**src/design/brz_pkg.sv**
```systemverilog
`default_nettype none
// ----------------------------------------------------------------------------
// brz_pkg
// Shared widths, register indexes and types of the bilinear resize
// coordinate generator.
// ----------------------------------------------------------------------------
package brz_pkg;

  localparam int MAX_SIZE     = 4096;
  localparam int MAX_CHANNELS = 4;

  localparam int INDEX_W  = 12;
  localparam int SIZE_W   = 13;
  localparam int CHAN_W   = 3;
  localparam int SCALE_W  = 17;
  localparam int OFFSET_W = 14;
  localparam int WEIGHT_W = 17;

  localparam int ADDR_W = 4;
  localparam int DATA_W = 32;

  localparam int DVD_W = 29;
  localparam int REM_W = SIZE_W;
  localparam int FRAC_W = INDEX_W;

  localparam logic [1:0] REG_SRC_SIZE     = 2'd0;
  localparam logic [1:0] REG_DST_SIZE     = 2'd1;
  localparam logic [1:0] REG_CHANNELS     = 2'd2;
  localparam logic [1:0] REG_WEIGHT_SCALE = 2'd3;

  typedef struct packed {
    logic [SIZE_W-1:0]  src;
    logic [SIZE_W-1:0]  dst;
    logic [CHAN_W-1:0]  cn;
    logic [SCALE_W-1:0] ws;
  } cfg_t;

  typedef struct packed {
    logic              err;
    logic              zero_w;
    logic [SIZE_W-1:0] ix;
  } side_t;

endpackage

`default_nettype wire

```
**src/design/brz_div.sv**
```systemverilog
`default_nettype none
// ----------------------------------------------------------------------------
// brz_div
// Pipelined restoring divider, one quotient bit per stage, with side data
// carried alongside each item.
// ----------------------------------------------------------------------------
module brz_div (
  input  wire logic                       clk,
  input  wire logic                       rst_n,
  input  wire logic                       en,
  input  wire logic                       in_valid,
  input  wire logic [brz_pkg::DVD_W-1:0]  in_dvd,
  input  wire logic [brz_pkg::SIZE_W-1:0] in_dvs,
  input  wire brz_pkg::side_t             in_side,
  output logic                            out_valid,
  output logic      [brz_pkg::DVD_W-1:0]  out_quot,
  output logic      [brz_pkg::REM_W-1:0]  out_rem,
  output brz_pkg::side_t                  out_side
);
  import brz_pkg::*;

  logic               vld_r  [DVD_W];
  logic [REM_W-1:0]   rem_r  [DVD_W];
  logic [DVD_W-1:0]   dq_r   [DVD_W];
  side_t              side_r [DVD_W];

  logic               src_vld  [DVD_W];
  logic [REM_W-1:0]   src_rem  [DVD_W];
  logic [DVD_W-1:0]   src_dq   [DVD_W];
  side_t              src_side [DVD_W];

  logic [REM_W-1:0]   rem_nxt  [DVD_W];
  logic [DVD_W-1:0]   dq_nxt   [DVD_W];

  assign src_vld[0]  = in_valid;
  assign src_rem[0]  = '0;
  assign src_dq[0]   = in_dvd;
  assign src_side[0] = in_side;

  for (genvar g = 0; g < DVD_W; g++) begin : g_stage
    logic [REM_W:0] part;
    logic [REM_W:0] diff;
    logic           ge;

    if (g > 0) begin : g_link
      assign src_vld[g]  = vld_r[g-1];
      assign src_rem[g]  = rem_r[g-1];
      assign src_dq[g]   = dq_r[g-1];
      assign src_side[g] = side_r[g-1];
    end

    assign part       = {src_rem[g], src_dq[g][DVD_W-1]};
    assign ge         = part >= {1'b0, in_dvs};
    assign diff       = part - {1'b0, in_dvs};
    assign rem_nxt[g] = ge ? diff[REM_W-1:0] : part[REM_W-1:0];
    assign dq_nxt[g]  = {src_dq[g][DVD_W-2:0], ge};

    always_ff @(posedge clk) begin
      if (!rst_n) begin
        vld_r[g] <= 1'b0;
      end else if (en) begin
        vld_r[g] <= src_vld[g];
      end
    end

    always_ff @(posedge clk) begin
      if (en) begin
        rem_r[g]  <= rem_nxt[g];
        dq_r[g]   <= dq_nxt[g];
        side_r[g] <= src_side[g];
      end
    end
  end

  assign out_valid = vld_r[DVD_W-1];
  assign out_quot  = dq_r[DVD_W-1];
  assign out_rem   = rem_r[DVD_W-1];
  assign out_side  = side_r[DVD_W-1];

endmodule

`default_nettype wire

```
**config.mk**
```make
export PLATFORM = sky130hd
export DESIGN_NAME = brz_div
export DESIGN_NICKNAME = d
export VERILOG_FILES = /design/src/design/brz_pkg.sv /design/src/design/brz_div.sv
export SDC_FILE = /design/constraint.sdc
export NUM_CORES = 2
export LEC_CHECK = 0
export ABC_AREA = 1
export BUFFER_PORTS_ARGS = -buffer_cell sky130_fd_sc_hd__buf_2
export CAP_MARGIN = 10
export CORE_MARGIN = 2
export CORE_UTILIZATION = 48
export CTS_BUF_LIST = sky130_fd_sc_hd__clkbuf_16
export CTS_CLUSTER_SIZE = 14
export DETAILED_ROUTE_END_ITERATION = 8
export SLEW_MARGIN = 20
export SYNTH_ARGS = -nofsm -noshare
export SYNTH_HDL_FRONTEND = slang
export SYNTH_SLANG_ARGS = --single-unit
```
**constraint.sdc**
```tcl
create_clock -name clk -period 2.5 [get_ports clk]
set_input_delay 0.125 -clock clk [delete_from_list [all_inputs] [get_ports clk]]
set_output_delay 0.125 -clock clk [all_outputs]
set_load 0.02 [all_outputs]
```
==> metrics.yaml <==
status:
  status: "completed"
floorplan:
  die_y_um: 416.7
  design.die.area_um2: 173600
  initial_core_util_pct: 48.29
  die_w_um: 416.7
  core_um2: 169300
  io_pins: 119
  rows: 151
clocking:
  cts_buffers: 176
  clockRootBuffer: "clkbuf_16"
  cts_tree: "done"
  clkSlewWorstSetupHoldPaths_ns: 0.06
  clk_path_buf_depth: 3
  htree_levels: 4
  clock-sinks: 1682
  clk-insertion-delay-late_ns: 0.84
synth:
  synth.area.mux_share_pct: 0
  syn-instance-count: 7423
  syn_nets: 7878
  synthFlopType: "edfxtp_1"
  syn_area_um2: 81750
  synth_cell_types: 37
  yosys.area_share.adder_pct: 6.287
  synthArstFlopShare_pct: 0
  yosysSeqAreaShare_pct: 61.77
  synth_edf_count: 1681
  synth_compound_area_share_pct: 2.753
  synth-xor-area-share_pct: 1.918
  ys_warn_count: 0
  syn_area_per_cell_um2: 11.01
  synth_simple_gate_area_share_pct: 19.88
  ys_ff_latch: 1682
  synth_top_family_by_area: "simple AND/OR/NAND/NOR gates"
timing:
  tightest_slew_ns: 0.8430
  hold_ws_ns: 0.07407
  fin_worst_skew_ns: 0.06090
  period_needed_ns: 2.451
  drv_slew: 0
  rsz0062_at_grt: "no"
  setup_tns_ns: 0
  postLayoutSetupSlackWorst_ns: 0.04907
  slew_headroom_pct: 43.80
  setup_viol: 0
  hold_viol: 0
  fmax_ghz: 0.4080
  fin_crit_sh_pct: 98.04
layout:
  multiInputGateArea_um2: 25210
  fillers: 14470
  postLayoutCoreUtil_pct: 55.17
  syn_to_final_growth_pct: 14.25
  nNetsFinal: 8372
  layout-drive-gt1-share_pct: 14.84
  ff_latch_area_um2: 50500
  final_cell_mix: "nand2_1 (2,099), edfxtp_1 (1,681), inv_1 (1,306)"
  final_common_cell: "nand2_1"
run:
  maxCapViolCount: 0
critical_path:
  worstPathRequired_ns: 3.06
  worstPathArrival_ns: 3.01
  path_class: "in2reg"
  critPathMaxFanout: 4
  critical_path.endpoint_type: "flip-flop"
  start_kind: "input pin"
route:
  dr.pass1.iters: 6
  ant_nets: 0
  vias_per_cell: 4.890
  first_iter_violations: 3458
  vias: 50280
  drc: 0
  routed_wl_mm: 165.8
  wl_per_cell_um: 16.12
global_route:
  grt.total_usage_pct: 19.18
  grt_max_degree: 154
  grt-ovfl-total: 0
  grt_pass1_vias: 49020
  grt_pass1_wl_mm: 262.3
  antenna_found_initial: 4
power:
  peakVddDrop_v: 0.0007308
  p_leak_nw: 41.47
  powerDensity_nw_per_um2: 1120
  power_mw: 104.6
min_path:
  hold_path.class: "in2reg"
placement:
  post-dp-hpwl_mm: 117.4
  place.gp.congestion: 0.9069
  portBuffers: 118
  dpl_worst_slack_ns: 0.01006
-- state kept, by name (all words and copies together) (netlist names) --
signal and count:
side_r 435, rem_r 377, vld_r 29, dq_r 841
-- synthesized netlist by cell type (39+ instances only) --
library cell	instances	share of area [%]
a21oi_1	103	0.63
buf_4	55	0.51
buf_6	44	0.61
edfxtp_1	1681	62
ha_1	366	5.6
inv_1	1266	5.8
inv_2	39	0.18
nand2_1	2099	9.6
nand2_2	149	1.1
nand3_1	312	1.9
nand3_2	154	1.9
nand4_1	312	2.4
nor2_1	251	1.2
nor2_2	50	0.38
nor2_4	43	0.59
o21ai_1	86	0.53
o21ai_2	93	1.0
xor2_1	151	1.6
-- critical path: stages --
cell and delay, ns:
dlygate4sd3_1 0.53, buf_2 0.12, nor4_1 0.20, dlygate4sd3_1 0.61, nand3_1 0.06, dlygate4sd3_1 0.56, nand2_1 0.13, o21ai_0 0.10
dlygate4sd3_1 0.57
-- layer usage --
metal	GRT usage, %	vias up	wire length [um]
met1	26.65	23440	77380
li1	-	25710	-
met2	31.01	852	76710
met4	6.276	0	4992
met5	0	-	0
met3	2.939	278	6704
-- what timing repair did --
action,in CTS,in global routing
hold buffers,96,0
endpoints found under the setup margin,0,1
buffers inserted,0,0
resized for setup,0,1
endpoints found under the hold margin,687,0
-- through the flow --
stage | std cells | instance area [um2]
after global routing | 10280 | 93400
after floorplan | 7423 | 81750
after detailed placement | 9861 | 86630
final | 10280 | 93400
after global placement | 9861 | 86630
after CTS | 10280 | 93390
-- where the power goes --
group | switching, mW | internal [mW]
clock network | 11.1 | 14.4
registers | 2.69 | 37.6
logic | 24.5 | 14.4
-- path summary, 6_finish.rpt --
| check | startpoint | depth (start not counted) | slack, ns | endpoint |
|---|---|---|---|---|
| min reg2reg | side_r[0][5] | 0 | 0.36 | side_r[0][20] |
| max reg2reg | dq_r[0][405] | 10 | 0.24 | rem_r[0][188] |
| max | in_dvs[8] | 9 | 0.05 | rem_r[0][0] |
| min | in_dvd[19] | 2 | 0.07 | dq_r[0][20] |
-- kinds of logic after synthesis --
family,count (synthesis)
AND/OR/NAND/NOR,3421
buffers and inverters,1427
flip-flops,1682
AO/OA/AOI/OAI,320
adder cells (fa/ha/maj),394
XOR/XNOR,179
-- layout make-up --
class	count	area share, %
diodes	1	0.002679
flip-flops and latches	1682	54.07
clock inverters	149	1.492
inverters	1305	5.245
well taps	2218	2.971
multi-input cells	4314	26.99
clock buffers	176	4.715
repair buffers	438	4.515
(Power assumes the default switching activity.)
