--- src/design/brz_pkg.sv ---
`default_nettype none
// ----------------------------------------------------------------------------
// brz_pkg
// Shared widths, register indexes and types of the bilinear resize
// coordinate generator.
// ----------------------------------------------------------------------------
package brz_pkg;

  localparam int MAX_SIZE     = 4096;
  localparam int MAX_CHANNELS = 4;

  localparam int INDEX_W  = 12;
  localparam int SIZE_W   = 13;
  localparam int CHAN_W   = 3;
  localparam int SCALE_W  = 17;
  localparam int OFFSET_W = 14;
  localparam int WEIGHT_W = 17;

  localparam int ADDR_W = 4;
  localparam int DATA_W = 32;

  localparam int DVD_W = 29;
  localparam int REM_W = SIZE_W;
  localparam int FRAC_W = INDEX_W;

  localparam logic [1:0] REG_SRC_SIZE     = 2'd0;
  localparam logic [1:0] REG_DST_SIZE     = 2'd1;
  localparam logic [1:0] REG_CHANNELS     = 2'd2;
  localparam logic [1:0] REG_WEIGHT_SCALE = 2'd3;

  typedef struct packed {
    logic [SIZE_W-1:0]  src;
    logic [SIZE_W-1:0]  dst;
    logic [CHAN_W-1:0]  cn;
    logic [SCALE_W-1:0] ws;
  } cfg_t;

  typedef struct packed {
    logic              err;
    logic              zero_w;
    logic [SIZE_W-1:0] ix;
  } side_t;

endpackage

`default_nettype wire

--- src/design/brz_wprep.sv ---
`default_nettype none
// ----------------------------------------------------------------------------
// brz_wprep
// Snaps the fraction to zero or one where it is close, moves the left pixel
// on when it snaps to one, and forms remainder * weight_scale.
// ----------------------------------------------------------------------------
module brz_wprep (
  input  wire logic                       clk,
  input  wire logic                       rst_n,
  input  wire logic                       en,
  input  wire logic                       in_valid,
  input  wire logic [brz_pkg::DVD_W-1:0]  in_quot,
  input  wire logic [brz_pkg::REM_W-1:0]  in_rem,
  input  wire brz_pkg::side_t             in_side,
  input  wire brz_pkg::cfg_t              cfg,
  output logic                            out_valid,
  output logic      [brz_pkg::DVD_W-1:0]  out_prod,
  output brz_pkg::side_t                  out_side
);
  import brz_pkg::*;

  logic                      vld_r;
  logic [DVD_W-1:0]          prod_r;
  side_t                     side_r;

  logic [FRAC_W-1:0]         frac;
  logic [SIZE_W-1:0]         ix;
  logic [SIZE_W-1:0]         rest;
  logic [FRAC_W+6:0]         lo_prod;
  logic [SIZE_W+6:0]         hi_prod;
  logic                      snap_lo;
  logic                      snap_hi;
  logic [FRAC_W+SCALE_W-1:0] prod_nxt;
  side_t                     side_nxt;

  assign frac    = in_rem[FRAC_W-1:0];
  assign ix      = in_quot[SIZE_W-1:0];
  assign rest    = cfg.dst - in_rem;
  assign lo_prod = (FRAC_W+7)'(frac) * (FRAC_W+7)'(100);
  assign hi_prod = (SIZE_W+7)'(rest) * (SIZE_W+7)'(100);
  assign snap_lo = lo_prod < (FRAC_W+7)'(cfg.src);
  assign snap_hi = hi_prod < (SIZE_W+7)'(cfg.src);
  assign prod_nxt = (FRAC_W+SCALE_W)'(frac) * (FRAC_W+SCALE_W)'(cfg.ws);

  always_comb begin
    side_nxt        = in_side;
    side_nxt.zero_w = snap_lo || snap_hi;
    side_nxt.ix     = (!snap_lo && snap_hi) ? ix + SIZE_W'(1) : ix;
  end

  always_ff @(posedge clk) begin
    if (!rst_n) begin
      vld_r <= 1'b0;
    end else if (en) begin
      vld_r <= in_valid;
    end
  end

  always_ff @(posedge clk) begin
    if (en) begin
      prod_r <= DVD_W'(prod_nxt);
      side_r <= side_nxt;
    end
  end

  assign out_valid = vld_r;
  assign out_prod  = prod_r;
  assign out_side  = side_r;

endmodule

`default_nettype wire

--- config.mk ---
export PLATFORM = sky130hd
export DESIGN_NAME = brz_wprep
export DESIGN_NICKNAME = d
export VERILOG_FILES = /design/src/design/brz_pkg.sv /design/src/design/brz_wprep.sv
export SDC_FILE = /design/constraint.sdc
export NUM_CORES = 1
export LEC_CHECK = 0
export BUFFER_PORTS_ARGS = -buffer_cell sky130_fd_sc_hd__buf_2
export CAP_MARGIN = 15
export CORE_UTILIZATION = 45
export CTS_CLUSTER_DIAMETER = 30
export DETAILED_ROUTE_END_ITERATION = 7
export PLACE_DENSITY_LB_ADDON = 0.12
export SLEW_MARGIN = 15
export SYNTH_ARGS = -nofsm -noshare
export SYNTH_HDL_FRONTEND = slang
export SYNTH_SLANG_ARGS = --single-unit
--- constraint.sdc ---
create_clock -name clk -period 9.8 [get_ports clk]
set_input_delay 0.49 -clock clk [delete_from_list [all_inputs] [get_ports clk]]
set_output_delay 0.49 -clock clk [all_outputs]
set_load 0.02 [all_outputs]
==> metrics.yaml <==
global_route:
  grt_use_met1: 0.287
  grt_pass1_wl_microns: 43400
  grt_util_met3: 0.0171
  grt_util_met2: 0.353
  overflow: 0
  grtUsageTotal: 0.207
  grt_max_degree: 46
  antenna_found_initial: 0
  grt_pass1_vias: 8897
  grt-busiest-layer: "met2"
run:
  drv_cap: 0
timing:
  rsz0062_at_grt: "false"
  skew_ns: 0
  relSlewSlack: 0.297
  setup_violations: 0
  fmax_ghz: 0.143
  hold_viol_final: 0
  period_share: 0.712
  min_period_ns: 6.98
  tightest_slew_ns: 1.05
  slew_violations: 0
  setup_tns_ns: 0
detailed_routing:
  first_pass_iters: 5
  drc: 0
  finalWirelength_microns: 25400
  ant_nets: 0
  vias: 8772
  drtIter0Drc: 314
  wl_per_cell_microns: 15.1
  routed_via_density: 5.23
synth:
  ys_ff_latch: 45
  synth_most_common_cell: "inv_1"
  postSynth.asyncResetShare: 0
  ys_warn_count: 0
  yosys.area.top_type_share: 0.287
  synth.distinct_cells: 65
  yosys.area.top_type: "fa_1"
  seq_area_frac_synth: 0.116
  syn_area_sq_um: 11600
  netlist_top_cells_count: "inv_1, ha_1, fa_1, nand2_1, and2_1"
  avgSynthCellArea_sq_um: 9.12
  ys.flop_type: "edfxtp_1"
  synthCells: 1268
  synth_fp_nets: 1727
  synth_edf_count: 44
  yosys-top-cells-area: "fa_1, ha_1, edfxtp_1, inv_1, nand2_1"
worst_setup_path:
  startpoint_type: "input pin"
  cp.required_ns: 9.85
  cp_slowest_stage_delay_ns: 0.65
  rr_startpoint: "out_valid"
  cp_top_family: "adder cells"
  path_max_fanout: 22
  critPathKind: "input pin to register"
  cp.arrival_ns: 7.03
  slowest_stage: "nand4_1"
  cp_num_buf_inv: 4
  cpMostUsedCell: "ha_1"
  critPathCaptureType: "register"
  startpoint: "in_rem[1]"
run_status:
  status: "completed"
cts:
  clk_latency_ns: 0.30
  cts-hold-fix-buffers: 0
  clk_pin_slew_ns: 0.07
  clkSinkCount: 45
  cts-resized-gates: 0
  cts-root-buf: "clkbuf_16"
  clockBufferDepth: 2
  cts_tree: "yes"
  h-tree-depth: 2
  cts_setup_buffers: 0
  cts_made_buffers: 5
pwr:
  cellPowerDensity_nw_per_um2: 303
  ir_worst_vdd_v: 0.000209
  switchingPower_mw: 1.92
  total_power_mw: 3.79
  switching_share: 0.506
  seqPwrFrac: 0.106
  clkPwrFrac: 0.045
  internal_power_mw: 1.87
  power.share.combinational: 0.849
  leakage_nw: 6.47
die:
  initial_core_util: 0.459
  io_pins: 152
  core-area_sq_um: 25200
  fp.dieH_microns: 162
  die_area_sq_um: 26400
  rows: 58
  fp.dieW_microns: 162
hold_path:
  worstHoldStart: "in_side[14]"
  hp-class: "input pin to register"
final_layout:
  syn2layout_area_growth_pct: 8.32
  final_util: 0.498
  fin_nets: 1806
  seqCellArea_sq_um: 1340
  nFillCells: 2483
  antenna_cells: 0
  multi_input_area_sq_um: 9130
  final_layout_size_suffix_gt1_frac: 0.105
  design_area_sq_um: 12500
place:
  io_buffers: 118
  place_congestion: 0.829
  place_area_sq_um: 12400
  dp_hpwl_microns: 20800
==> cells by family after synthesis <==
group           count (synthesis)  share of synthesized area
compound gates                153                     0.0947
xor+xnor                       65                     0.0492
fa+ha+maj                     352                      0.488
buf+inv                       289                     0.0952
flops                          45                      0.116
mux                             3                    0.00270
simple gates                  361                      0.154
==> metal layers <==
metal / routed length (microns) / share of wire
met5: 0 / 0
met3: 747 / 0.029
met4: 277 / 0.011
met1: 12200 / 0.48
met2: 12100 / 0.48
==> final timing paths <==
check / slack [ns] / end / cells past startpoint
hold reg to reg: 0.53 / out_valid / 2
setup / recovery: 2.82 / out_side[1] / 26
setup reg to reg: 9.20 / out_valid / 2
hold / removal: 0.37 / out_side[14] / 1
==> worst register-to-register path, stage by stage (launching register included) <==
cell     delay (ns)
dfxtp_1        0.31
mux2i_1        0.12
nor2b_1        0.07
==> layout make-up <==
class | count | area share
Inverter | 243 | 0.0728
Timing Repair Buffer | 118 | 0.0471
Tap cell | 330 | 0.0330
Sequential cell | 45 | 0.107
Clock inverter | 3 | 0.00140
Multi-Input combinational cell | 934 | 0.729
Clock buffer | 5 | 0.00998
==> power by group through the flow <==
stage | Clock [mW] | Sequential (mW) | Combinational, mW
after floorplan | 0 | 0.487 | 2.46
final | 0.171 | 0.403 | 3.22
after global routing | 0.184 | 0.409 | 3.69
after CTS | 0.179 | 0.404 | 3.24
after global placement | 0 | 0.408 | 3.20
after detailed placement | 0 | 0.407 | 3.22
==> state kept, by name, indices dropped and copies added (netlist names) <==
name	cells
out_prod	29
out_valid	1
out_side	15
==> through the flow <==
| stage | hold slack [ns] | instances | setup WS (ns) |
|---|---|---|---|
| 2_1_floorplan | 0.589 | 1268 | 3.61 |
| 3_3_place_gp | 0.493 | 1670 | 2.60 |
| 3_5_place_dp | 0.522 | 1670 | 2.51 |
| 4_1_cts | 0.355 | 1678 | 2.82 |
| 5_1_grt | 0.362 | 1678 | 2.33 |
| 6_report | 0.366 | 1678 | 2.82 |
==> cell usage in the layout (no fill, tap or decap), drive strengths merged, types with 3 or more instances in the layout <==
| master | count |
|---|---|
| a21oi | 40 |
| clkbuf | 5 |
| nor2 | 39 |
| o2111ai | 3 |
| nand4 | 7 |
| buf | 118 |
| and2 | 63 |
| a211oi | 7 |
| o21bai | 7 |
| nand2b | 9 |
| edfxtp | 44 |
| xor2 | 25 |
| a21boi | 3 |
| ha | 186 |
| nor4b | 5 |
| nand3 | 19 |
| o211ai | 5 |
| a31o | 3 |
| nand2 | 166 |
| nor3b | 3 |
| a2111oi | 4 |
| or3 | 8 |
| a21o | 17 |
| o21a | 14 |
| o21ai | 22 |
| nor4 | 7 |
| fa | 166 |
| o41a | 3 |
| xnor2 | 40 |
| o31ai | 4 |
| nor2b | 10 |
| and3 | 4 |
| inv | 243 |
| nor3 | 17 |
(Power assumes the default switching activity.)
