### src/design/brz_pkg.sv
`default_nettype none
// ----------------------------------------------------------------------------
// brz_pkg
// Shared widths, register indexes and types of the bilinear resize
// coordinate generator.
// ----------------------------------------------------------------------------
package brz_pkg;

  localparam int MAX_SIZE     = 4096;
  localparam int MAX_CHANNELS = 4;

  localparam int INDEX_W  = 12;
  localparam int SIZE_W   = 13;
  localparam int CHAN_W   = 3;
  localparam int SCALE_W  = 17;
  localparam int OFFSET_W = 14;
  localparam int WEIGHT_W = 17;

  localparam int ADDR_W = 4;
  localparam int DATA_W = 32;

  localparam int DVD_W = 29;
  localparam int REM_W = SIZE_W;
  localparam int FRAC_W = INDEX_W;

  localparam logic [1:0] REG_SRC_SIZE     = 2'd0;
  localparam logic [1:0] REG_DST_SIZE     = 2'd1;
  localparam logic [1:0] REG_CHANNELS     = 2'd2;
  localparam logic [1:0] REG_WEIGHT_SCALE = 2'd3;

  typedef struct packed {
    logic [SIZE_W-1:0]  src;
    logic [SIZE_W-1:0]  dst;
    logic [CHAN_W-1:0]  cn;
    logic [SCALE_W-1:0] ws;
  } cfg_t;

  typedef struct packed {
    logic              err;
    logic              zero_w;
    logic [SIZE_W-1:0] ix;
  } side_t;

endpackage

`default_nettype wire

### src/design/brz_final.sv
`default_nettype none
// ----------------------------------------------------------------------------
// brz_final
// Pins the right edge, scales the pixel index by the channel count and holds
// the result item in the output register.
// ----------------------------------------------------------------------------
module brz_final (
  input  wire logic                         clk,
  input  wire logic                         rst_n,
  input  wire logic                         en,
  input  wire logic                         in_valid,
  input  wire logic [brz_pkg::DVD_W-1:0]    in_quot,
  input  wire brz_pkg::side_t               in_side,
  input  wire brz_pkg::cfg_t                cfg,
  output logic                              out_valid,
  output logic      [brz_pkg::OFFSET_W-1:0] out_offset,
  output logic      [brz_pkg::WEIGHT_W-1:0] out_weight,
  output logic                              out_error
);
  import brz_pkg::*;

  logic                     vld_r;
  logic [OFFSET_W-1:0]      offset_r;
  logic [WEIGHT_W-1:0]      weight_r;
  logic                     error_r;

  logic                     at_edge;
  logic [SIZE_W-1:0]        pix;
  logic [SIZE_W+CHAN_W-1:0] off_full;
  logic [OFFSET_W-1:0]      offset_nxt;
  logic [WEIGHT_W-1:0]      weight_nxt;

  assign at_edge  = in_side.ix >= cfg.src - SIZE_W'(1);
  assign pix      = at_edge ? cfg.src - SIZE_W'(2) : in_side.ix;
  assign off_full = (SIZE_W+CHAN_W)'(pix) * (SIZE_W+CHAN_W)'(cfg.cn);

  always_comb begin
    if (in_side.err) begin
      offset_nxt = '0;
      weight_nxt = '0;
    end else begin
      offset_nxt = off_full[OFFSET_W-1:0];
      if (at_edge) begin
        weight_nxt = WEIGHT_W'(cfg.ws);
      end else if (in_side.zero_w) begin
        weight_nxt = '0;
      end else begin
        weight_nxt = in_quot[WEIGHT_W-1:0];
      end
    end
  end

  always_ff @(posedge clk) begin
    if (!rst_n) begin
      vld_r <= 1'b0;
    end else if (en) begin
      vld_r <= in_valid;
    end
  end

  always_ff @(posedge clk) begin
    if (en) begin
      offset_r <= offset_nxt;
      weight_r <= weight_nxt;
      error_r  <= in_side.err;
    end
  end

  assign out_valid  = vld_r;
  assign out_offset = offset_r;
  assign out_weight = weight_r;
  assign out_error  = error_r;

endmodule

`default_nettype wire

### config.mk
export PLATFORM = sky130hd
export DESIGN_NAME = brz_final
export DESIGN_NICKNAME = d
export VERILOG_FILES = /design/src/design/brz_pkg.sv /design/src/design/brz_final.sv
export SDC_FILE = /design/constraint.sdc
export NUM_CORES = 1
export LEC_CHECK = 0
export ABC_AREA = 1
export BUFFER_PORTS_ARGS = -buffer_cell sky130_fd_sc_hd__buf_2
export CAP_MARGIN = 20
export CORE_MARGIN = 2
export CORE_UTILIZATION = 50
export CTS_BUF_LIST = sky130_fd_sc_hd__clkbuf_4 sky130_fd_sc_hd__clkbuf_8 sky130_fd_sc_hd__clkbuf_16
export DETAILED_ROUTE_END_ITERATION = 16
export PLACE_DENSITY_LB_ADDON = 0.08
export SYNTH_ARGS = -nofsm -noshare
export SYNTH_HDL_FRONTEND = slang
export SYNTH_SLANG_ARGS = --single-unit
export TNS_END_PERCENT = 30
### constraint.sdc
create_clock -name clk -period 13.2 [get_ports clk]
set_input_delay 1.98 -clock clk [delete_from_list [all_inputs] [get_ports clk]]
set_output_delay 1.98 -clock clk [all_outputs]
set_load 0.05 [all_outputs]
==> results summary <==
In this run, synthesis inferred 32 flip-flops with an integrated enable. The minimum setup slack among reg-to-reg paths is 12,540 ps. Among all stages on the critical path, the largest delay is contributed by fa_1. The buffer and inverter count on the worst path is 6. The number of antenna violations at the first check in global routing came out at 0. The number of standard cells after synthesis came out at roughly 420.

Across the VDD grid, the largest voltage drop is 0.0676 mV. The mean instance size in the synthesized netlist came out at just under 8 um^2. The buffer depth of the longest clock path came out at 2.

The worst hold path terminates at out_valid$_SDFFE_PN0P_. The number of pins with negative max-slew slack in the final report is 0. The number of distinct library cells after synthesis is 34.

The hold violation total from the final report is 0. The number of DRC markers in iteration 0 came out at about 100. The path class of the lowest-slack min-delay path is reg -> reg. The share of Yosys cell area claimed by the top area cell type came out at about 30%.

The core region is between 6000 and 7000 um^2. The setup TNS after final layout is 0 ps. At the pin with the least slew margin, the transition time is around 730 ps.

The maximum number of pins on one net before global-route repair came out at 36. The clock insertion delay at the later pin of the skew report came out at 280 ps. Headroom to the max-slew limit came out at 51.5%.

The number of placement rows is 29. Along the worst path, the maximum fanout reaches 35. The leakage power total came out at a little under 2 nW. The total power density per cell area came out at 111 nW/um^2. The starting utilization of the core area came out at 51.6%. Buffers inserted to repair hold after CTS numbered 0. The maximum achievable frequency is 140 MHz. The congestion estimate from routability-driven global placement came to 0.897. The number of buffers inserted to repair setup after CTS is 0. Across all layers, the routed design uses 3,057 vias. The number of clock sinks seen by CTS is 33. The commonest cells after synthesis are 94 x nand2_1, 60 x inv_1, 42 x a21oi_1. 127 I/O pins were placed. The detailed-routing iteration count for the pre-antenna-repair pass came out at 4.

After clock tree synthesis, the repair step resized 0 gates. In the routed design, unresolved DRC markers number 0. The signal arrival time at the worst endpoint is 7190 ps. The worst register-to-register path ends at out_valid$_SDFFE_PN0P_.

Setup repair after global routing left no endpoint under its margin. The setup path with the least slack is of type in -> reg. The die covers 7170 um^2. The clock edge transition at the registers on the reported setup and hold paths is 70 ps. The synthesis-stage register bit count came out at 33. The via count of the first global-routing pass is 2,877. Global routing finished with a remaining overflow of 0. For this run, the post-layout net count is 652. Port buffering added 101 buffers. In the finished design, the share of the clock period the worst path needs comes to between 50% and 60%. Clock tree synthesis inserted a total of 5 buffers. By area the synthesized netlist is led by edfxtp_1 30%, nand2_1 11%, ha_1 10%, fa_1 7.4%, inv_1 6.9%. The delay contributed by the slowest stage of the critical path is 540 ps. The final worst clock skew came out at 0 ps. Setup violations remaining at the end of the flow were counted as 0. The number of cells on the worst hold path came out at 2. The wire length per cell is around 12 um. Wires add up to 7380 um. The data required time at the worst endpoint came out at 13,230 ps. For the worst flop-to-flop path, the logic depth is 2.

The startpoint identified for the worst register-to-register timing path is out_valid$_SDFFE_PN0P_. The number of maximum-capacitance constraint violations is 0. The H-tree generated during clock tree synthesis spans 2 levels. Relative to the synthesized area, the layout overhead comes to 19.8%.

The flow ran to the end, and the final reports show no timing, DRC or antenna violations. The leading cell type by number of instances after synthesis is nand2_1. The cell at the root of the clock tree is clkbuf_8. The via count normalized by instance count is 5.12. Global routing used 20.6% of the available tracks across all layers.

The number of nets in the synthesized netlist is 556. The ratio of cells with drive above 1 in the final layout came out at 26.5%. For this run, asynchronously set or reset flops after synthesis account for 0%.

STA classifies the critical path startpoint as a primary input. In the synthesized netlist the dominant register cell turns out to be edfxtp_1. The startpoint of the tightest hold check path is out_valid$_SDFFE_PN0P_. In this run the remaining antenna-violating nets after routing total 0. Sequential elements use between 30% and 40% of the synthesized area. The first global-routing pass estimated 12,100 um of wire.

In this run the cell area of the synthesized design comes to 3260 um^2. The clock period minus worst slack is 7160 ps. The setup slack at placement is between 5000 and 6000 ps. The half-perimeter wire length after placement is 5910 um. The number of diodes is 0. The cell taking the most area after synthesis is edfxtp_1. The clock tree from TritonCTS is done. The width of the die came out at 84.7 um. The worst setup slack after layout is 6040 ps. The worst setup path is captured at a flip-flop. In this design, the largest share of critical-path delay is due to compound AO/OA/AOI/OAI gates. The warning count from the yosys run came out at 0. Measured along the y axis, the die boundary spans 84.7 um.
## cell usage in the layout, fill, tap and decap left out, drive strengths merged
master / instances
a21o: 3
a21oi: 42
a31oi: 1
and2: 1
buf: 101
bufinv: 1
clkbuf: 5
clkinv: 2
clkinvlp: 1
dfxtp: 1
edfxtp: 32
fa: 12
ha: 27
inv: 64
nand2: 101
nand3: 31
nand4: 3
nor2: 39
nor3: 3
o2111ai: 2
o21a: 2
o21ai: 29
or2: 1
xnor2: 3
xor2: 13
## worst max path at each step
stage,from,depth (start not counted),end,slack [ps]
after detailed placement,cfg[33],28,out_offset[11]$_SDFFCE_PP0P_,5750
final,cfg[34],29,out_offset[11]$_SDFFCE_PP0P_,6040
after global placement,cfg[33],26,out_offset[11]$_SDFFCE_PP0P_,5810
after CTS,cfg[33],28,out_offset[11]$_SDFFCE_PP0P_,6030
after floorplan,cfg[33],29,out_offset[11]$_SDFFCE_PP0P_,6830
after global routing,cfg[34],29,out_offset[11]$_SDFFCE_PP0P_,5510
## stage by stage
step / cell area [um^2] / hold WS (ps) / instances / power [mW] / utilization, %
floorplan: 3260 / 753 / 423 / 0.294 / -
global placement: 3790 / 518 / 589 / 0.337 / 60.0
global route: 3900 / 595 / 597 / 0.465 / 61.8
detailed placement: 3790 / 543 / 589 / 0.341 / 60.0
finish: 3900 / 554 / 597 / 0.434 / 61.8
CTS: 3900 / 556 / 597 / 0.436 / 61.8
## tightest hold or removal path: stages, from the launching register on
cell     delay, ps
dfxtp_1        310
o21ai_0        160
a21oi_1         40
## flip-flops by register name, summed over array words and instances, names as in the netlist
name / cells
out_offset: 14
out_valid: 1
out_weight: 17
out_error: 1
## layer usage
metal | wire length, um | share of wire, % | global-route usage, %
met1 | 3250 | 44 | 24.6
met3 | 280 | 3.8 | 2.85
met4 | 117 | 1.6 | 5.34
met2 | 3730 | 51 | 38.4
met5 | 0 | 0 | 0
## area by class of cell
| type | count | area [um^2] |
|---|---|---|
| fillers | 640 | 2410 |
| multi-input cells | 313 | 1960 |
| flip-flops and latches | 33 | 981 |
| repair buffers | 101 | 505 |
| inverters | 65 | 244 |
| well taps | 77 | 96.3 |
| clock buffers | 5 | 68.8 |
| clock inverters | 3 | 41.3 |
## power breakdown
part	switching, mW	total (mW)	leakage, nW	internal [mW]
clock network	0.0392	0.0947	0.0518	0.0556
logic	0.143	0.204	1.59	0.0617
registers	0.00287	0.135	0.316	0.132
total	0.185	0.434	1.96	0.249
## cell families (layout without fill, tap and decap cells)
group,count (synthesis),after routing,share of synthesized area (%)
and+or+nand+nor,179,179,25.0
AOI/OAI and AO/OA,79,79,13.3
buffers and inverters,77,174,9.53
adders and majority gates,39,39,17.8
DFF,33,33,30.1
xor gates and xnor gates,16,16,4.30
Power figures use the tool's default switching activity.
