`src/design/brz_pkg.sv`:
```
`default_nettype none
// ----------------------------------------------------------------------------
// brz_pkg
// Shared widths, register indexes and types of the bilinear resize
// coordinate generator.
// ----------------------------------------------------------------------------
package brz_pkg;

  localparam int MAX_SIZE     = 4096;
  localparam int MAX_CHANNELS = 4;

  localparam int INDEX_W  = 12;
  localparam int SIZE_W   = 13;
  localparam int CHAN_W   = 3;
  localparam int SCALE_W  = 17;
  localparam int OFFSET_W = 14;
  localparam int WEIGHT_W = 17;

  localparam int ADDR_W = 4;
  localparam int DATA_W = 32;

  localparam int DVD_W = 29;
  localparam int REM_W = SIZE_W;
  localparam int FRAC_W = INDEX_W;

  localparam logic [1:0] REG_SRC_SIZE     = 2'd0;
  localparam logic [1:0] REG_DST_SIZE     = 2'd1;
  localparam logic [1:0] REG_CHANNELS     = 2'd2;
  localparam logic [1:0] REG_WEIGHT_SCALE = 2'd3;

  typedef struct packed {
    logic [SIZE_W-1:0]  src;
    logic [SIZE_W-1:0]  dst;
    logic [CHAN_W-1:0]  cn;
    logic [SCALE_W-1:0] ws;
  } cfg_t;

  typedef struct packed {
    logic              err;
    logic              zero_w;
    logic [SIZE_W-1:0] ix;
  } side_t;

endpackage

`default_nettype wire

```
`src/design/brz_prep.sv`:
```
`default_nettype none
// ----------------------------------------------------------------------------
// brz_prep
// First stage: range check of the index and the product index * src_size.
// ----------------------------------------------------------------------------
module brz_prep (
  input  wire logic                        clk,
  input  wire logic                        rst_n,
  input  wire logic                        en,
  input  wire logic                        in_valid,
  input  wire logic [brz_pkg::INDEX_W-1:0] in_index,
  input  wire brz_pkg::cfg_t               cfg,
  output logic                             out_valid,
  output logic      [brz_pkg::DVD_W-1:0]   out_pos,
  output brz_pkg::side_t                   out_side
);
  import brz_pkg::*;

  logic                       vld_r;
  logic [DVD_W-1:0]           pos_r;
  logic                       err_r;
  logic [INDEX_W+SIZE_W-1:0]  pos_nxt;
  logic                       err_nxt;

  assign pos_nxt = (INDEX_W+SIZE_W)'(in_index) * (INDEX_W+SIZE_W)'(cfg.src);
  assign err_nxt = SIZE_W'(in_index) >= cfg.dst;

  always_ff @(posedge clk) begin
    if (!rst_n) begin
      vld_r <= 1'b0;
    end else if (en) begin
      vld_r <= in_valid;
    end
  end

  always_ff @(posedge clk) begin
    if (en) begin
      pos_r <= DVD_W'(pos_nxt);
      err_r <= err_nxt;
    end
  end

  assign out_valid       = vld_r;
  assign out_pos         = pos_r;
  assign out_side.err    = err_r;
  assign out_side.zero_w = 1'b0;
  assign out_side.ix     = '0;

endmodule

`default_nettype wire

```
`config.mk`:
```
export PLATFORM = sky130hd
export DESIGN_NAME = brz_prep
export DESIGN_NICKNAME = d
export VERILOG_FILES = /design/src/design/brz_pkg.sv /design/src/design/brz_prep.sv
export SDC_FILE = /design/constraint.sdc
export NUM_CORES = 1
export LEC_CHECK = 0
export ABC_AREA = 1
export ABC_CLOCK_PERIOD_IN_PS = 5200
export BUFFER_PORTS_ARGS = -buffer_cell sky130_fd_sc_hd__buf_2
export CORE_UTILIZATION = 38
export CTS_CLUSTER_SIZE = 25
export DETAILED_ROUTE_END_ITERATION = 12
export SLEW_MARGIN = 10
export SYNTH_ARGS = -nofsm -noshare
export SYNTH_HDL_FRONTEND = slang
export SYNTH_SLANG_ARGS = --single-unit
```
`constraint.sdc`:
```
create_clock -name clk -period 5.2 [get_ports clk]
set_input_delay 1.04 -clock clk [delete_from_list [all_inputs] [get_ports clk]]
set_output_delay 1.04 -clock clk [all_outputs]
set_load 0.03 [all_outputs]
```
==> results <==
- The placed instances occupy a cell area of 7760 sq um.
- The share of synthesized area in the top cell type comes to 0.326.
- The number of buffers added by the clock tree synthesis step is 3.
- The number of buffers between clock root and the deepest sink is 2.
- The power share of the sequential group is 0.093.
- Internal power comes to 2.56 mW.
- The Yosys step of the flow raised 0 warnings.
- The run finished with clean final reports.
- The peak supply drop is about 430 uV.
- The number of buffers added on ports is just under 70.
- In this run the worst path has a maximum fanout of 9.
- Row generation in the floorplan step produced 48 rows.
- The wire-length estimate of the detail-placed layout is 13.0 mm.
- The count of nets left with antenna violations once routing finished came out at 0.
- The minimum setup slack in the final design is 0.138 ns.
- The area of all placed cells without fillers is 8110 sq um.
- The type of destination of the critical path is a flop.
- For this run, the top clock speed supported by timing is 198 MHz.
- The root buffer cell is sky130_fd_sc_hd__clkbuf_16.
- The initial utilization of the core area, before any placement, comes to 0.389.
- The ratio of total power to cell area is 646 nW/um^2.
- By startpoint and endpoint, the worst setup path is classified as in -> reg.
- The post-detailed-routing wire length is roughly 15 mm.
- The fraction of final layout cells sized beyond drive strength 1 is 0.186.
- Dividing the detail-routed wire length by the instance count gives 12.0 um.
- The leftover overflow at the end of global routing is 0.
- In the global route stage, overall resource usage came out at 0.179.
- Data arrives at the worst endpoint at 5.07 ns.
- The number of antenna diodes in the final layout is 0.
- The synthesized cell area is 6760 sq um.
- The slew at the pin with the worst max-slew slack is just over 0.6 ns.
- TritonCTS built the clock tree.
- The hold violation count in the final report was 0.
- The number of setup violations in the final report is 0.
- After detailed routing, the number of vias per cell comes to 4.48.
- The total count of max-transition violations in the final report was 0.
- In this run the power spent charging and discharging nets is ~2.7 mW.
- The standard cell core area is roughly 17000 sq um.
- The die boundary width is roughly 140 um.
- The number of max-cap violations is 0.
- The final routed DRC violation total is 0.
- Ranked by total cell area, the synthesized netlist is headed by sky130_fd_sc_hd__fa_1 33%, sky130_fd_sc_hd__nand2_1 15%, sky130_fd_sc_hd__inv_1 15%.
- Timing analysis after detailed placement gives a worst setup slack of -0.331 ns.
- Clock skew on the completed layout was measured at 0 ns.
- The final route contains 5577 vias.
- The relative slew slack is 0.596.
- Counting flops and latches in the post-synthesis netlist gives 27.
- The clock sink count is 27.
- The die outline area is 18300 sq um.
- Entering global routing, the biggest net connects 29 pins.
- The switching share of total power is 0.512.
- The worst setup path is launched from a primary input.
- The initial antenna violation count was 0.
- Setup repair after global routing could not meet its margin everywhere.
- The class of the worst hold path is reg -> reg.
- The library cell with the largest summed area after synthesis is sky130_fd_sc_hd__fa_1.
- Clock-pin slew was measured on the worst setup and hold paths at approximately 0.07 ns.
- The instance count of the mapped netlist is 901.
- At the end of routability-driven placement, the weighted congestion stood at 0.811.
- Before antenna repair, the detailed router went through 4 iterations.
- The required time reported for the critical path endpoint is 5.21 ns.
- The part of the cycle the worst path needs is 0.973.
- In this run, the number of DRC markers left after iteration 0 of detailed routing was 252.
- For this run, the register share of the synthesized area comes to 0.118.
- The relative contribution of combinational cells to total power is 0.874.
- The first global-routing pass estimated 26.2 mm of wire.
- The average instance in the mapped netlist occupies 7.50 sq um.
- In this run the vertical extent of the chip is 135 um.
- The number of levels in the clock H-tree is 1.
- Summing internal, switching and leakage power gives ~5.2 mW.
- In the final design database the tool counted approximately 1.3k nets.
- The post-route non-filler standard cell count is 1245.
- For this design the static power due to leakage is 4.84 nW.
- The top-level port count is 107.
- The via count of the first global-routing pass is 5942.
- The clock reaches the later pin of the worst-skew pair after 0.26 ns.
- The share of total power dissipated in the clock network is 0.034.
- Counting tap cells, the placed design contains a total of 1241 instances.
- The clock period minus final worst setup slack is ~5.1 ns.
- The distinct cell type count after synthesis is 19.
- From synthesis to final layout, the design area changed by 20.1%.
worst max-delay path, cell delays in order:
cell,delay (ns)
sky130_fd_sc_hd__buf_12,0.12
sky130_fd_sc_hd__buf_6,0.11
sky130_fd_sc_hd__nand2_2,0.05
sky130_fd_sc_hd__inv_2,0.04
sky130_fd_sc_hd__fa_1,0.51
sky130_fd_sc_hd__inv_2,0.04
sky130_fd_sc_hd__fa_1,0.51
sky130_fd_sc_hd__inv_2,0.04
sky130_fd_sc_hd__fa_1,0.47
sky130_fd_sc_hd__fa_1,0.55
sky130_fd_sc_hd__inv_2,0.05
sky130_fd_sc_hd__fa_1,0.52
sky130_fd_sc_hd__inv_2,0.05
sky130_fd_sc_hd__ha_4,0.26
sky130_fd_sc_hd__nand2_4,0.11
sky130_fd_sc_hd__inv_2,0.04
sky130_fd_sc_hd__nand2_2,0.05
sky130_fd_sc_hd__and2_4,0.14
sky130_fd_sc_hd__nor2_1,0.04
sky130_fd_sc_hd__nor2_1,0.14
sky130_fd_sc_hd__nand2_1,0.07
sky130_fd_sc_hd__nand2_1,0.06
sky130_fd_sc_hd__nand2_1,0.07
registers in the layout, summed over array words and instances (netlist names):
register / count
out_valid: 1
err_r: 1
out_pos: 25
power by group through the flow:
stage / sequential (mW) / combinational (mW) / clock, mW
after detailed placement: 0.493 / 3.97 / 0
final: 0.485 / 4.58 / 0.176
after CTS: 0.489 / 4.01 / 0.178
after global routing: 0.493 / 5.16 / 0.187
after global placement: 0.494 / 3.93 / 0
after floorplan: 0.674 / 2.41 / 0
stage by stage:
stage | TNS, ns | util | hold WS (ns)
after CTS | 0 | 0.453 | 0.546
after detailed placement | -3.45 | 0.447 | 0.527
after global placement | -2.87 | 0.447 | 0.517
after floorplan | 0 | - | 0.655
final | 0 | 0.467 | 0.545
after global routing | -0.0336 | 0.467 | 0.557
synthesized netlist by cell type:
| cell type | n |
|---|---|
| sky130_fd_sc_hd__nand2_1 | 275 |
| sky130_fd_sc_hd__inv_1 | 264 |
| sky130_fd_sc_hd__fa_1 | 110 |
| sky130_fd_sc_hd__ha_1 | 75 |
| sky130_fd_sc_hd__nor2_1 | 29 |
| sky130_fd_sc_hd__edfxtp_1 | 26 |
| sky130_fd_sc_hd__clkbuf_1 | 25 |
| sky130_fd_sc_hd__nand3_1 | 23 |
| sky130_fd_sc_hd__a21oi_1 | 19 |
| sky130_fd_sc_hd__buf_4 | 19 |
| sky130_fd_sc_hd__nand4_1 | 8 |
| sky130_fd_sc_hd__xor2_1 | 8 |
| sky130_fd_sc_hd__nor3_1 | 5 |
| sky130_fd_sc_hd__o21ai_0 | 4 |
| sky130_fd_sc_hd__o21bai_1 | 4 |
| sky130_fd_sc_hd__xnor2_1 | 3 |
| sky130_fd_sc_hd__and2_1 | 2 |
| sky130_fd_sc_hd__conb_1 | 1 |
| sky130_fd_sc_hd__dfxtp_1 | 1 |
cells by family after synthesis:
group,count (synthesis),synth area share
DFF,27,0.118
other,1,0.000555
adders and majority gates,185,0.465
AOI/OAI and AO/OA,27,0.0215
buffers and inverters,308,0.182
and+or+nand+nor,342,0.199
xor gates and xnor gates,11,0.0143
what timing repair did:
action                     4_1_cts  5_1_grt
hold buffers                     0        0
pin swaps                        1       15
resized for setup                7       74
setup endpoints to repair        3       14
buffers inserted                 0        1
cell usage in the layout (no fill, tap or decap), types with 3 or more instances in the layout:
cell and instances:
sky130_fd_sc_hd__nor2_1 21, sky130_fd_sc_hd__nand2_1 263, sky130_fd_sc_hd__inv_2 8, sky130_fd_sc_hd__o21ai_0 4, sky130_fd_sc_hd__nand2_2 11, sky130_fd_sc_hd__nor2_2 6
sky130_fd_sc_hd__inv_1 256, sky130_fd_sc_hd__buf_6 7, sky130_fd_sc_hd__ha_1 65, sky130_fd_sc_hd__fa_1 110, sky130_fd_sc_hd__nand3_1 21, sky130_fd_sc_hd__xnor2_1 3
sky130_fd_sc_hd__nand4_1 8, sky130_fd_sc_hd__conb_1 18, sky130_fd_sc_hd__ha_4 8, sky130_fd_sc_hd__edfxtp_1 26, sky130_fd_sc_hd__o21bai_1 4, sky130_fd_sc_hd__buf_4 78
sky130_fd_sc_hd__nor3_1 5, sky130_fd_sc_hd__a21oi_2 4, sky130_fd_sc_hd__clkbuf_16 3, sky130_fd_sc_hd__buf_2 54, sky130_fd_sc_hd__xor2_1 8, sky130_fd_sc_hd__a21oi_1 15
path summary, 6_finish.rpt:
kind,from,end,slack (ns),cells after the start
worst max-delay path,cfg[37],out_pos[20],0.14,23
worst min-delay path,out_valid,out_valid,0.54,2
worst max register to register,out_valid,out_valid,4.55,2
worst min register to register,out_valid,out_valid,0.54,2
layout make-up:
type / instances / area [sq um]
inverters: 264 / 991
clock buffers: 4 / 78.8
well taps: 225 / 282
fillers: 1745 / 9240
flip-flops and latches: 27 / 801
repair buffers: 142 / 970
multi-input cells: 583 / 4990
metal layers:
metal,share of wire,vias up,global-route usage
met2,0.54,91,0.349
met1,0.42,2666,0.213
li1,-,2804,-
met4,0.014,0,0.0362
met5,0,-,0
met3,0.024,16,0.0127
Note: power is estimated with default switching activity, not from simulation.
