===== config.mk =====
export PLATFORM = sky130hd
export DESIGN_NAME = brz_cfg
export DESIGN_NICKNAME = d
export VERILOG_FILES = /design/src/design/brz_pkg.sv /design/src/design/brz_cfg.sv
export SDC_FILE = /design/constraint.sdc
export NUM_CORES = 1
export LEC_CHECK = 0
export CAP_MARGIN = 10
export CELL_PAD_IN_SITES_DETAIL_PLACEMENT = 1
export CELL_PAD_IN_SITES_GLOBAL_PLACEMENT = 1
export CORE_ASPECT_RATIO = 0.9
export CORE_MARGIN = 2
export CORE_UTILIZATION = 40
export DETAILED_ROUTE_END_ITERATION = 7
export DONT_BUFFER_PORTS = 1
export GPL_TIMING_DRIVEN = 0
export PLACE_DENSITY_LB_ADDON = 0.1
export SKIP_CTS_REPAIR_TIMING = 1
export SYNTH_ARGS = -nofsm -noshare
export SYNTH_HDL_FRONTEND = slang
export SYNTH_SLANG_ARGS = --single-unit

===== constraint.sdc =====
create_clock -name clk -period 1.3 [get_ports clk]
set_clock_uncertainty 0.1 [all_clocks]
set_input_delay 0.26 -clock clk [delete_from_list [all_inputs] [get_ports clk]]
set_output_delay 0.26 -clock clk [all_outputs]
set_load 0.05 [all_outputs]

===== src/design/brz_pkg.sv =====
`default_nettype none
// ----------------------------------------------------------------------------
// brz_pkg
// Shared widths, register indexes and types of the bilinear resize
// coordinate generator.
// ----------------------------------------------------------------------------
package brz_pkg;

  localparam int MAX_SIZE     = 4096;
  localparam int MAX_CHANNELS = 4;

  localparam int INDEX_W  = 12;
  localparam int SIZE_W   = 13;
  localparam int CHAN_W   = 3;
  localparam int SCALE_W  = 17;
  localparam int OFFSET_W = 14;
  localparam int WEIGHT_W = 17;

  localparam int ADDR_W = 4;
  localparam int DATA_W = 32;

  localparam int DVD_W = 29;
  localparam int REM_W = SIZE_W;
  localparam int FRAC_W = INDEX_W;

  localparam logic [1:0] REG_SRC_SIZE     = 2'd0;
  localparam logic [1:0] REG_DST_SIZE     = 2'd1;
  localparam logic [1:0] REG_CHANNELS     = 2'd2;
  localparam logic [1:0] REG_WEIGHT_SCALE = 2'd3;

  typedef struct packed {
    logic [SIZE_W-1:0]  src;
    logic [SIZE_W-1:0]  dst;
    logic [CHAN_W-1:0]  cn;
    logic [SCALE_W-1:0] ws;
  } cfg_t;

  typedef struct packed {
    logic              err;
    logic              zero_w;
    logic [SIZE_W-1:0] ix;
  } side_t;

endpackage

`default_nettype wire


===== src/design/brz_cfg.sv =====
`default_nettype none
// ----------------------------------------------------------------------------
// brz_cfg
// APB-style register file with clamped working values of the size and channel registers.
// ----------------------------------------------------------------------------
module brz_cfg (
  input  wire logic                        clk,
  input  wire logic                        rst_n,
  input  wire logic                        psel,
  input  wire logic                        penable,
  input  wire logic                        pwrite,
  input  wire logic [brz_pkg::ADDR_W-1:0]  paddr,
  input  wire logic [brz_pkg::DATA_W-1:0]  pwdata,
  output logic      [brz_pkg::DATA_W-1:0]  prdata,
  output logic                             pready,
  output brz_pkg::cfg_t                    cfg
);
  import brz_pkg::*;

  logic [SIZE_W-1:0]  src_size_r;
  logic [SIZE_W-1:0]  dst_size_r;
  logic [CHAN_W-1:0]  channels_r;
  logic [SCALE_W-1:0] weight_scale_r;
  logic               wr_en;
  logic [1:0]         reg_idx;

  assign pready  = 1'b1;
  assign wr_en   = psel && penable && pwrite;
  assign reg_idx = paddr[3:2];

  always_ff @(posedge clk) begin
    if (!rst_n) begin
      src_size_r     <= SIZE_W'(2);
      dst_size_r     <= SIZE_W'(1);
      channels_r     <= CHAN_W'(1);
      weight_scale_r <= SCALE_W'(256);
    end else if (wr_en) begin
      case (reg_idx)
        REG_SRC_SIZE:     src_size_r     <= pwdata[SIZE_W-1:0];
        REG_DST_SIZE:     dst_size_r     <= pwdata[SIZE_W-1:0];
        REG_CHANNELS:     channels_r     <= pwdata[CHAN_W-1:0];
        REG_WEIGHT_SCALE: weight_scale_r <= pwdata[SCALE_W-1:0];
        default: ;
      endcase
    end
  end

  always_comb begin
    case (reg_idx)
      REG_SRC_SIZE:     prdata = DATA_W'(src_size_r);
      REG_DST_SIZE:     prdata = DATA_W'(dst_size_r);
      REG_CHANNELS:     prdata = DATA_W'(channels_r);
      REG_WEIGHT_SCALE: prdata = DATA_W'(weight_scale_r);
      default:          prdata = '0;
    endcase
  end

  always_comb begin
    if (src_size_r > SIZE_W'(MAX_SIZE)) begin
      cfg.src = SIZE_W'(MAX_SIZE);
    end else if (src_size_r < SIZE_W'(2)) begin
      cfg.src = SIZE_W'(2);
    end else begin
      cfg.src = src_size_r;
    end
    cfg.dst = (dst_size_r > SIZE_W'(MAX_SIZE)) ? SIZE_W'(MAX_SIZE) : dst_size_r;
    cfg.cn  = (channels_r > CHAN_W'(MAX_CHANNELS)) ? CHAN_W'(MAX_CHANNELS) : channels_r;
    cfg.ws  = weight_scale_r;
  end

endmodule

`default_nettype wire


==> impl_metrics.tcl, run 1 <==
set metrics [dict create \
    status "finished, violations left" \
    violations "hold timing, setup timing" \
    synth_compound_area_share_pct 4.70 \
    placed_cells 344 \
    synth.top_cells.by_count "nand2_1 (60), dfxtp_1 (46), mux2i_1 (44), nor2b_1 (27), buf_4 (16)" \
    cap_violations 0 \
    fin_tns_setup_ns -10.93 \
    numPortBuffers 0 \
    rr_startpoint "dst_size_r[12]" \
    start_kind "flip-flop" \
    cp-end-kind "output pin" \
    p_sw_share_pct 30.8 \
    yosysUniqueCellTypes 29 \
    area_growth_pct 35.8 \
    core_region_area_mm2 0.00576 \
    clockRootBuffer "clkbuf_8" \
    synth_fa_ha_area_share_pct 0 \
    finalInstanceArea_mm2 0.00329 \
    grt_usage_pct 21.9 \
    synth_edf_count 0 \
    syn_area_per_cell_um2 9.33 \
    final_max_slew_viol_count 0 \
    switchingPower_mw 0.878 \
    synthTopCellsByArea "dfxtp_1 (38%), mux2i_1 (18%), nand2_1 (9.3%), nor2b_1 (7.0%), buf_4 (5.0%)" \
    clockBufferDepth 2 \
    clkSlewWorstSetupHoldPaths_ns 0.08 \
    synth.mux.area_fraction_pct 25.6 \
    period_needed_ns 1.86 \
    fin_hold_ws_ns -0.00893 \
    relSlewSlack_pct 59.6 \
    setup_ws_ns -0.563 \
    drive_above_1_share_pct 47.4 \
    internal_power_mw 1.97 \
    yosysMostFrequentCell "nand2_1" \
    boundaryPins 120 \
    grt-ovfl-total 0 \
    dominantRegCellSynth "dfxtp_1" \
    yosys.area_share.simple_pct 21.6 \
    clockPowerShare_pct 31.8 \
    gp_congestion 0.706 \
    p_comb_share_pct 17.9 \
    cp.required_ns 0.94 \
    instances_no_fill 361 \
    drc_errors 0 \
    fin_crit_sh_pct 143 \
    clock_sinks 46 \
    finalSetupViolations 43 \
    synth_top_area_cell "dfxtp_1" \
    async_reset_ff_share_pct 0 \
    p_leak_nw 1.30 \
    n_antenna_cell 0 \
    yosysSeqAreaShare_pct 38.0 \
    synth.top_cell.area_share_pct 38.0 \
    insertion_delay_ns 0.30 \
    synth_xor_area_share_pct 0 \
    pwr-share-seq_pct 50.3 \
    grt_max_degree 14 \
    nets 331 \
    antenna_found_initial 0 \
    timing.fmax_mhz 537 \
    firstDrtPassIters 4 \
    p_per_area_mw_per_mm2 866 \
    grt_pass1_vias 1902 \
    critPathMaxFanout 3 \
    synth_top_family_by_area "multiplexers" \
    fp.dieW_um 86.1 \
    ys_seq_elements 46 \
    hold_class "in -> reg" \
    initial_core_util_pct 42.1 \
    place_ws_ns -0.337 \
    dieArea_mm2 0.00670 \
    dpl_cell_area_mm2 0.00285 \
    routed_wl_um 7480 \
    r2r_setup_slack_ns 0.29 \
    yosys_warnings 0 \
    crit_arrival_ns 1.50 \
    critical_path_class "reg -> out" \
    drt_iter0_drc 97 \
    cts_tree "yes" \
    fp.dieH_um 77.9 \
    timing.rr.end "dst_size_r[12]" \
    cts.htree.levels 2 \
    wl_per_cell_um 20.7 \
    worst_pin_slew_ns 0.606 \
    rr_worst_depth 3 \
    viasPerCell 5.38 \
    rsz0062_at_grt "yes" \
    syn-instance-count 260 \
    cts_buffers 5 \
    final_antenna_net_count 0 \
    synth.cell_area_mm2 0.00242 \
    ir_drop_mv 0.425 \
    critPathCapture "cfg[34]" \
    row_count 26 \
    grt_first_pass_wirelength_um 11200 \
    hold_violations 2 \
    startpoint "src_size_r[1]" \
    finish.utilization_pct 57.2 \
    place_hpwl_um 5300 \
    vias 1941 \
]
==> stage by stage <==
| step | hold slack, ns | total power, mW |
|---|---|---|
| 2_1_floorplan | 0.295 | 1.89 |
| 3_3_place_gp | 0.298 | 1.96 |
| 3_5_place_dp | 0.309 | 1.96 |
| 4_1_cts | -0.0185 | 2.87 |
| 5_1_grt | -0.00132 | 2.97 |
| 6_report | -0.00893 | 2.85 |
==> kinds of logic (layout without fill, tap and decap cells) <==
logic type | Yosys count | in the layout
buffers and inverters | 38 | 55
and+or+nand+nor | 103 | 103
DFF | 46 | 46
other | 2 | 16
AOI/OAI and AO/OA | 14 | 14
muxes | 57 | 57
==> power by group through the flow <==
stage	clock network [mW]	registers (mW)	logic (mW)
after floorplan	0	1.48	0.416
after global placement	0	1.48	0.476
after detailed placement	0	1.49	0.479
after CTS	0.934	1.45	0.480
after global routing	0.992	1.44	0.534
final	0.906	1.44	0.509
==> metal layers <==
| layer | vias to the layer above | part of all wire [%] | track usage [%] |
|---|---|---|---|
| li1 | 903 | - | - |
| met1 | 965 | 45 | 28.6 |
| met2 | 69 | 48 | 36.6 |
| met3 | 4 | 6.6 | 6.28 |
| met4 | 0 | 0.54 | 3.33 |
| met5 | - | 0 | 0 |
==> how the worst min path moves through the flow <==
stage / slack, ns / depth (start not counted) / startpoint / end
finish: -0.009 / 2 / pwdata[14] / weight_scale_r[14]
global route: -0.001 / 2 / pwdata[13] / weight_scale_r[13]
CTS: -0.02 / 2 / pwdata[14] / weight_scale_r[14]
detailed placement: 0.31 / 2 / pwdata[14] / weight_scale_r[14]
global placement: 0.30 / 2 / pwdata[15] / weight_scale_r[15]
floorplan: 0.29 / 2 / pwdata[13] / weight_scale_r[13]
==> state kept, by name (all words and copies together) (netlist names) <==
| name | cells |
|---|---|
| channels_r | 3 |
| dst_size_r | 13 |
| weight_scale_r | 17 |
| src_size_r | 13 |
==> placed cells by master, fill, tap and decap left out, types with 4 or more instances in the layout <==
cell,netlist,final
a22o_4,0,10
and3_4,0,4
buf_12,0,4
buf_4,16,22
buf_6,4,7
clkbuf_1,12,6
clkbuf_8,0,6
conb_1,2,16
dfxtp_1,46,14
dfxtp_2,0,10
dfxtp_4,0,22
mux2_4,0,10
mux2i_1,44,44
nand2_1,60,60
nor2b_4,0,24
==> area by class of cell <==
class	instances	area, µm²
inverters	2	7.51
repair buffers	9	93.8
plain buffers	36	314
multi-input cells	190	1680
clock buffers	7	86.3
well taps	70	87.6
fillers	624	2470
flip-flops and latches	46	1020
clock inverters	1	5.00
==> critical path: stages, from the launching register on <==
cell	delay (ns)
dfxtp_2	0.35
nor4_2	0.26
nand3_1	0.19
a21oi_4	0.41
No activity file was read; power rests on OpenSTA's default activity.
==> run 2: changes to the inputs <==
CORE_UTILIZATION = 30   (was 40)
==> impl_metrics.tcl, run 2 (synthesis gave the netlist of run 1 again) <==
set metrics [dict create \
    mostFrequentLayoutCells "nand2_1 (60), mux2i_1 (44), dfxtp_4 (25)" \
    insertion_delay_ns 0.30 \
    final_antenna_net_count 0 \
    clockBufferDepth 2 \
    grt_usage_pct 17.8 \
    viasPerCell 4.86 \
    grt_max_degree 14 \
    worst_pin_slew_ns 0.714 \
    fp.dieW_um 98.8 \
    hold_violations 1 \
    r2r_setup_slack_ns 0.29 \
    cts.htree.levels 2 \
    relSlewSlack_pct 52.4 \
    initial_core_util_pct 30.5 \
    area_growth_pct 38.6 \
    largest_reg_flops 17 \
    final_common_cell "nand2_1" \
    n_antenna_cell 0 \
    row_count 31 \
    p_per_area_mw_per_mm2 855 \
    critPathMaxFanout 3 \
    final_max_slew_viol_count 0 \
    fp.dieH_um 89.3 \
    drc_errors 0 \
    clockRootBuffer "clkbuf_8" \
    fin_tns_setup_ns -10.95 \
    setup_ws_ns -0.562 \
    drive_above_1_share_pct 47.9 \
    wl_per_cell_um 20.0 \
    dieArea_mm2 0.00882 \
    status "finished, violations left" \
    period_needed_ns 1.86 \
    cts_tree "yes" \
    ir_drop_mv 0.411 \
    nets 332 \
    firstDrtPassIters 4 \
    numPortBuffers 0 \
    cp.required_ns 0.94 \
    core_region_area_mm2 0.00795 \
    crit_arrival_ns 1.50 \
    vias 1899 \
    reg.largest.list "weight_scale_r: 17 flops, dst_size_r: 13 flops, src_size_r: 13 flops" \
    clkSlewWorstSetupHoldPaths_ns 0.09 \
    start_kind "flip-flop" \
    place_hpwl_um 5600 \
    violations "hold timing, setup timing" \
    hold_class "in -> reg" \
    cp-end-kind "output pin" \
    finalPower_mw 2.87 \
    fin_crit_sh_pct 143 \
    p_leak_nw 1.32 \
    antenna_found_initial 0 \
    fin_hold_ws_ns -0.00983 \
    critical_path_class "reg -> out" \
    grt_pass1_vias 1859 \
    finalSetupViolations 43 \
    top_register "weight_scale_r" \
    cts_buffers 5 \
    drt_iter0_drc 29 \
    cap_violations 0 \
    clock_sinks 46 \
    routed_wl_um 7800 \
    timing.fmax_mhz 537 \
    grt-ovfl-total 0 \
    gp_congestion 0.758 \
    grt_first_pass_wirelength_um 11700 \
    boundaryPins 120 \
    fill_cells 876 \
    rsz0062_at_grt "yes" \
]
[run 2: metrics by stage]
step | util (%) | std cells | instance area [µm²] | worst slack (ns)
floorplan | - | 274 | 2770 | -0.132
global placement | 36.3 | 373 | 2890 | -0.364
detailed placement | 36.3 | 373 | 2890 | -0.376
CTS | 37.5 | 381 | 2980 | -0.719
global route | 42.3 | 391 | 3360 | -0.623
finish | 42.3 | 391 | 3360 | -0.562
[run 2: power by group]
part           leakage [nW]  internal [mW]  total, mW  switching, mW
combinational         0.879          0.156      0.515          0.359
sequential            0.393           1.38       1.43         0.0477
clock                0.0482          0.430      0.927          0.497
total                  1.32           1.97       2.87          0.904
[run 2: final timing paths]
check | cells after the start | end | from
hold / removal | 2 | weight_scale_r[13] | pwdata[13]
setup / recovery | 3 | cfg[34] | src_size_r[11]
hold reg to reg | 2 | channels_r[1] | channels_r[1]
setup reg to reg | 3 | dst_size_r[12] | dst_size_r[12]
[run 2: final cells by class]
cell class | count | area, µm² | share of cell area [%]
plain buffers | 36 | 310 | 9.23
inverters | 2 | 7.51 | 0.223
multi-input cells | 190 | 1700 | 50.7
clock inverters | 1 | 5.00 | 0.149
clock buffers | 7 | 86.3 | 2.57
repair buffers | 10 | 101 | 3.01
flip-flops and latches | 46 | 1020 | 30.4
well taps | 99 | 124 | 3.68
[run 2: layer usage]
metal	GRT usage, %	up-vias	share of wire [%]
met5	0	-	0
met4	4.48	0	1.0
met3	5.39	7	6.7
met2	28.8	58	47
met1	23.4	929	45
li1	-	905	-
[run 2: worst max-delay path, cell delays in order, from the launching register on]
cell	delay, ns
dfxtp_4	0.36
nor4_4	0.29
nand3_2	0.14
a21oi_4	0.41
==> run 3: changes to the inputs <==
CORE_ASPECT_RATIO = 2   (was 0.9)
CORE_MARGIN = 4   (was 2)
CORE_UTILIZATION = 40   (was 30)
==> impl_metrics.tcl, run 3 (synthesis gave the netlist of run 1 again) <==
set metrics [dict create \
    final_max_slew_viol_count 0 \
    crit_arrival_ns 1.45 \
    top_register "weight_scale_r" \
    viasPerCell 5.58 \
    worst_pin_slew_ns 0.661 \
    vias 1959 \
    drt-met1-wl_um 2850 \
    wl_met3_um 411 \
    boundaryPins 120 \
    violations "setup timing" \
    antenna_found_initial 0 \
    area_growth_pct 39.0 \
    row_count 39 \
    nets 331 \
    hold_class "in -> reg" \
    slowest_delay_ns 0.39 \
    critPathMaxFanout 2 \
    status "finished, violations left" \
    place_hpwl_um 5570 \
    cts.htree.levels 2 \
    drc_errors 0 \
    wl_met2_um 4360 \
    start_kind "flip-flop" \
    clockRootBuffer "clkbuf_16" \
    clock_sinks 46 \
    rsz0062_at_grt "yes" \
    gp_congestion 0.798 \
    largest_reg_flops 17 \
    core_region_area_mm2 0.00581 \
    crit_family "simple AND/OR/NAND/NOR gates" \
    cts_tree "yes" \
    cap_violations 0 \
    p_per_area_mw_per_mm2 942 \
    initial_core_util_pct 41.8 \
    r2r_setup_slack_ns 0.28 \
    firstDrtPassIters 4 \
    fin_tns_setup_ns -10.21 \
    grt_max_degree 14 \
    final_common_cell "nand2_1" \
    insertion_delay_ns 0.29 \
    reg.largest.list "weight_scale_r: 17 flops, dst_size_r: 13 flops, src_size_r: 13 flops" \
    hold_violations 0 \
    ir_drop_mv 0.699 \
    mostFrequentLayoutCells "nand2_1 (60), mux2i_1 (44), dfxtp_4 (26)" \
    n_antenna_cell 0 \
    path_cells "nor4_4 -> nand3_2 -> a21oi_4" \
    setup_ws_ns -0.508 \
    critical_path_class "reg -> out" \
    clockBufferDepth 2 \
    finish.utilization_pct 58.0 \
    fin_hold_ws_ns 0.00376 \
    relSlewSlack_pct 55.9 \
    fp.dieW_um 63.1 \
    fp.dieH_um 118 \
    fin_crit_sh_pct 139 \
    finalSetupViolations 43 \
    cp.required_ns 0.94 \
    grt-ovfl-total 0 \
    grt_first_pass_wirelength_um 11800 \
    routed_wl_um 7840 \
    period_needed_ns 1.81 \
    grt_pass1_vias 2074 \
    instances_no_fill 351 \
    timing.fmax_mhz 553 \
    cts_buffers 5 \
    grt_usage_pct 20.7 \
    placed_cells 335 \
    drt_iter0_drc 58 \
    cp-end-kind "output pin" \
    critPathBufInv 0 \
    wl_per_cell_um 22.3 \
    clkSlewWorstSetupHoldPaths_ns 0.06 \
    dieArea_mm2 0.00745 \
    finalPower_mw 3.18 \
    highest_layer "met4" \
    drive_above_1_share_pct 48.6 \
    p_leak_nw 1.34 \
    numPortBuffers 0 \
    critPathSlowestCell "a21oi_4" \
    final_antenna_net_count 0 \
]
-- run 3: cell types whose count changed in the layout (fill, tap and decap cells not counted), sizes merged --
cell,previous run,this run
clkinv,1,2
dlygate4sd3,2,0
clkbuf,15,14
-- run 3: worst paths after layout --
path / from / end / cells past startpoint
worst max-delay path: src_size_r[11] / cfg[34] / 3
worst min-delay path: pwdata[13] / weight_scale_r[13] / 2
worst max register to register: src_size_r[12] / src_size_r[12] / 3
worst min register to register: dst_size_r[2] / dst_size_r[2] / 2
-- run 3: per-stage QoR --
step                      worst slack [ns]  instance area, µm²
final                               -0.508                3370
after global routing                -0.560                3370
after CTS                           -0.676                2980
after detailed placement            -0.363                2840
after global placement              -0.375                2840
after floorplan                     -0.132                2770
-- run 3: cell type report --
type,count,area [µm²]
repair buffers,9,106
fillers,619,2440
well taps,61,76.3
plain buffers,36,314
inverters,2,7.51
multi-input cells,190,1700
clock buffers,5,125
clock inverters,2,10.0
flip-flops and latches,46,1030
-- run 3: report_power, final --
| group | internal [mW] | total, mW | leakage, nW | switching [mW] |
|---|---|---|---|---|
| sequential | 1.38 | 1.43 | 0.391 | 0.0486 |
| combinational | 0.155 | 0.509 | 0.879 | 0.355 |
| clock | 0.695 | 1.23 | 0.0694 | 0.539 |
-- run 3: layer usage --
layer | track usage (%) | vias up
li1 | - | 907
met1 | 21.0 | 973
met2 | 38.9 | 68
met3 | 5.06 | 11
met4 | 8.85 | 0
met5 | 0 | -
